File: src/rtl/msort_pkg.sv
`timescale 1ns / 1ps

package msort_pkg;

   localparam int CAPACITY_DEFAULT = 64;
   localparam int DATA_WIDTH       = 32;

   // controller -> datapath
   typedef struct packed {
      logic fill;
      logic start;
      logic merge;
      logic emit;
   } ctrl_cmd_type;

   // datapath -> controller
   typedef struct packed {
      logic block_done;   // last value of a block taken
      logic single;       // block holds at most one value, nothing to merge
      logic sort_done;    // final merge pass finished
      logic emit_done;    // last result taken
   } dp_status_type;

endpackage

File: src/rtl/msort_ctrl.sv
`timescale 1ns / 1ps

module msort_ctrl (
   input  logic                     clock,
   input  logic                     reset,
   input  msort_pkg::dp_status_type status,
   output msort_pkg::ctrl_cmd_type  cmd,
   output logic                     req_stall,
   output logic                     rsp_valid
);

   typedef enum logic [3:0] {
      ST_FILL  = 4'b0001,
      ST_START = 4'b0010,
      ST_MERGE = 4'b0100,
      ST_EMIT  = 4'b1000
   } state_type;

   state_type state_ff;
   state_type state_in;

   always_comb begin
      state_in = state_ff;
      case (state_ff)
         ST_FILL: begin
            if (status.block_done) state_in = ST_START;
         end
         ST_START: begin
            state_in = status.single ? ST_EMIT : ST_MERGE;
         end
         ST_MERGE: begin
            if (status.sort_done) state_in = ST_EMIT;
         end
         ST_EMIT: begin
            if (status.emit_done) state_in = ST_FILL;
         end
         default: begin
            state_in = ST_FILL;
         end
      endcase
   end

   always_ff @(posedge clock) begin
      if (reset) begin
         state_ff <= ST_FILL;
      end else begin
         state_ff <= state_in;
      end
   end

   assign cmd.fill  = (state_ff == ST_FILL);
   assign cmd.start = (state_ff == ST_START);
   assign cmd.merge = (state_ff == ST_MERGE);
   assign cmd.emit  = (state_ff == ST_EMIT);

   assign req_stall = (state_ff != ST_FILL);
   assign rsp_valid = (state_ff == ST_EMIT);

endmodule

File: config.mk
export PLATFORM = sky130hd
export DESIGN_NAME = msort_ctrl
export DESIGN_NICKNAME = d
export VERILOG_FILES = /design/src/rtl/msort_pkg.sv /design/src/rtl/msort_ctrl.sv
export SDC_FILE = /design/constraint.sdc
export NUM_CORES = 1
export LEC_CHECK = 0
export ABC_AREA = 1
export BUFFER_PORTS_ARGS = -buffer_cell sky130_fd_sc_hd__buf_2
export CORE_AREA = 8 8 45 47
export DETAILED_ROUTE_END_ITERATION = 12
export DIE_AREA = 0 0 53 55
export REMOVE_ABC_BUFFERS = 1
export SYNTH_ARGS = -nofsm -noshare
export SYNTH_HDL_FRONTEND = slang
export SYNTH_SLANG_ARGS = --single-unit
File: constraint.sdc
create_clock -name clock -period 1.4 [get_ports clock]
set_input_delay 0.14 -clock clock [delete_from_list [all_inputs] [get_ports clock]]
set_output_delay 0.14 -clock clock [all_outputs]
set_load 0.005 [all_outputs]
==> results.json <==
{
  "vdd_drop_max_v": 0.000497,
  "antenna_found_initial": 0,
  "track_usage_pct": 5.46,
  "yosysWarnings": 0,
  "grt_max_degree": 6,
  "ys_ff_latch": 4,
  "dp_hpwl_um": 556,
  "wl_per_cell_um": 10.5,
  "critPathLaunchType": "flip-flop",
  "hold_viol_final": 0,
  "period_share_pct": 89.7,
  "p_per_area_nw_per_um2": 1890,
  "utilization_pct": 26.8,
  "dpl_worst_slack_ns": 0.339,
  "dieWidth_um": 53,
  "die_y_um": 55,
  "synthCells": 38,
  "design.core.area_um2": 1380,
  "slew_viol_final": 0,
  "drt_iter0_markers": 11,
  "min_path_type": "input port to flip-flop",
  "nNetsFinal": 59,
  "die_area_um2": 2920,
  "layout_commonest_cell": "buf_2",
  "root_buffer": "clkbuf_4",
  "synth_cell_type_count": 18,
  "placementRows": 14,
  "cts_buffer_depth": 2,
  "cap_violations": 0,
  "grt_pass1_wl_um": 1070,
  "crit_slowest_cell": "dfxtp_1",
  "final_area_um2": 370,
  "largest_registers": "state_ff (4)",
  "min_path_cells": 2,
  "stdcell_count": 67,
  "cts.clk_slew.worst_paths_ns": 0.04,
  "hold_slack_ns": 0.103,
  "overflow": 0,
  "antennaDiodeCount": 0,
  "worst_slack_ns": 0.144,
  "worst_clock_skew_ns": 0.000955,
  "largest_reg_flops": 4,
  "seqCellArea_um2": 80.1,
  "cp_num_buf_inv": 2,
  "path_depth": 3,
  "gp_congestion": 0.741,
  "cpLargestDelayFamily": "flip-flops",
  "h-tree-depth": 1,
  "start_util_pct": 19.8,
  "drc": 0,
  "max_freq_ghz": 0.796,
  "cts_made_buffers": 3,
  "avgSynthCellArea_um2": 7.21,
  "postPlaceCellArea_um2": 342,
  "mostFrequentLayoutCells": "buf_2, inv_1",
  "n_fill_cell": 161,
  "ios": 12,
  "drive_above_1_share_pct": 52.9,
  "num_vias": 280,
  "status": "complete, no violations",
  "grt_pass1_vias": 262,
  "min_period_ns": 1.26,
  "power_uw": 699,
  "dpl.cell_count": 64,
  "drt_first_pass_iters": 3,
  "vias_per_cell": 4.18,
  "tightest_slew_ns": 0.267,
  "crit_required_ns": 1.26,
  "setup-tns-final_ns": 0,
  "hold_buffers": 0,
  "clk_latency_ns": 0.23,
  "finalSetupViolCount": 0,
  "crit_path_end_kind": "output pin",
  "portBuffers": 11,
  "largest-register": "state_ff",
  "cp_max_fo": 3,
  "synth_area_um2": 274,
  "slew-limit-headroom_pct": 82.2,
  "cts_tree": "done",
  "ant_nets": 0,
  "power_leakage_nw": 0.214,
  "worstSetupPathType": "flip-flop to output pin",
  "rsz0062_at_grt": "false",
  "multi_input_area_um2": 156,
  "synthToLayoutAreaGrowth_pct": 35.2,
  "critPathMaxStageDelay_ns": 0.40,
  "routed_wl_um": 704,
  "worstPathCellList": "inv_1 -> nor4_2 -> buf_2",
  "cts_sinks": 4,
  "arrival_ns": 1.12,
  "yosysSeqAreaShare_pct": 29.2,
  "r2r_cells": 5
}
## repair_timing
| action | CTS | global route |
|---|---|---|
| resized for setup | 0 | 1 |
| setup endpoints to repair | 0 | 2 |
| endpoints found under the hold margin | 0 | 0 |
| buffers inserted | 0 | 0 |
## cell usage after synthesis, drive strengths merged
cell type	instances	area share, %
inv	9	13
nor2	7	16
nand3	6	15
dfxtp	4	29
nand2	4	5.5
a21oi	1	3.2
buf	1	2.7
nand3b	1	4.1
nand4	1	2.3
nor3	1	1.8
nor4	1	2.3
o21bai	1	2.7
or2	1	2.3
## routing by layer
layer / global-route usage, % / share of wire (%) / vias to the layer above
met3: 5.88 / 13 / 0
met5: 0 / 0 / -
met4: 1.29 / 0 / 0
met1: 5.16 / 44 / 124
met2: 8.01 / 44 / 9
li1: - / - / 147
## worst paths after layout
check / start / endpoint / slack [ns]
hold reg to reg: state_ff[2]$_SDFFE_PP0P_ / state_ff[2]$_SDFFE_PP0P_ / 0.68
setup / recovery: state_ff[3]$_SDFFE_PP0P_ / rsp_valid / 0.14
setup reg to reg: state_ff[1]$_SDFFE_PP0P_ / state_ff[3]$_SDFFE_PP0P_ / 0.33
hold / removal: reset / state_ff[2]$_SDFFE_PP0P_ / 0.10
## kinds of logic after synthesis
kind of cell	synth area share, %
flip-flops	29.2
buffers and inverters	16.0
AND/OR/NAND/NOR	48.9
AO/OA/AOI/OAI	5.94
## worst register-to-register path, stage by stage (launching register included)
cell	delay (ns)
dfxtp_1	0.46
nor2_1	0.11
nand3_1	0.14
nand3_2	0.12
nor2_2	0.11
nor2_2	0.03
## report_power, final
| part | leakage, nW | switching, mW | internal [mW] | total, mW |
|---|---|---|---|---|
| clock | 0.0138 | 0.0493 | 0.0960 | 0.145 |
| combinational | 0.167 | 0.192 | 0.141 | 0.333 |
| sequential | 0.0329 | 0.0645 | 0.156 | 0.220 |
## cell type report
cell class | instances | area share [%]
timing repair buffer | 11 | 14.9
sequential | 4 | 21.6
clock buffer | 3 | 6.08
inverter | 9 | 9.80
multi-input combinational | 24 | 42.2
tap | 16 | 5.41
Power figures use the tool's default switching activity.
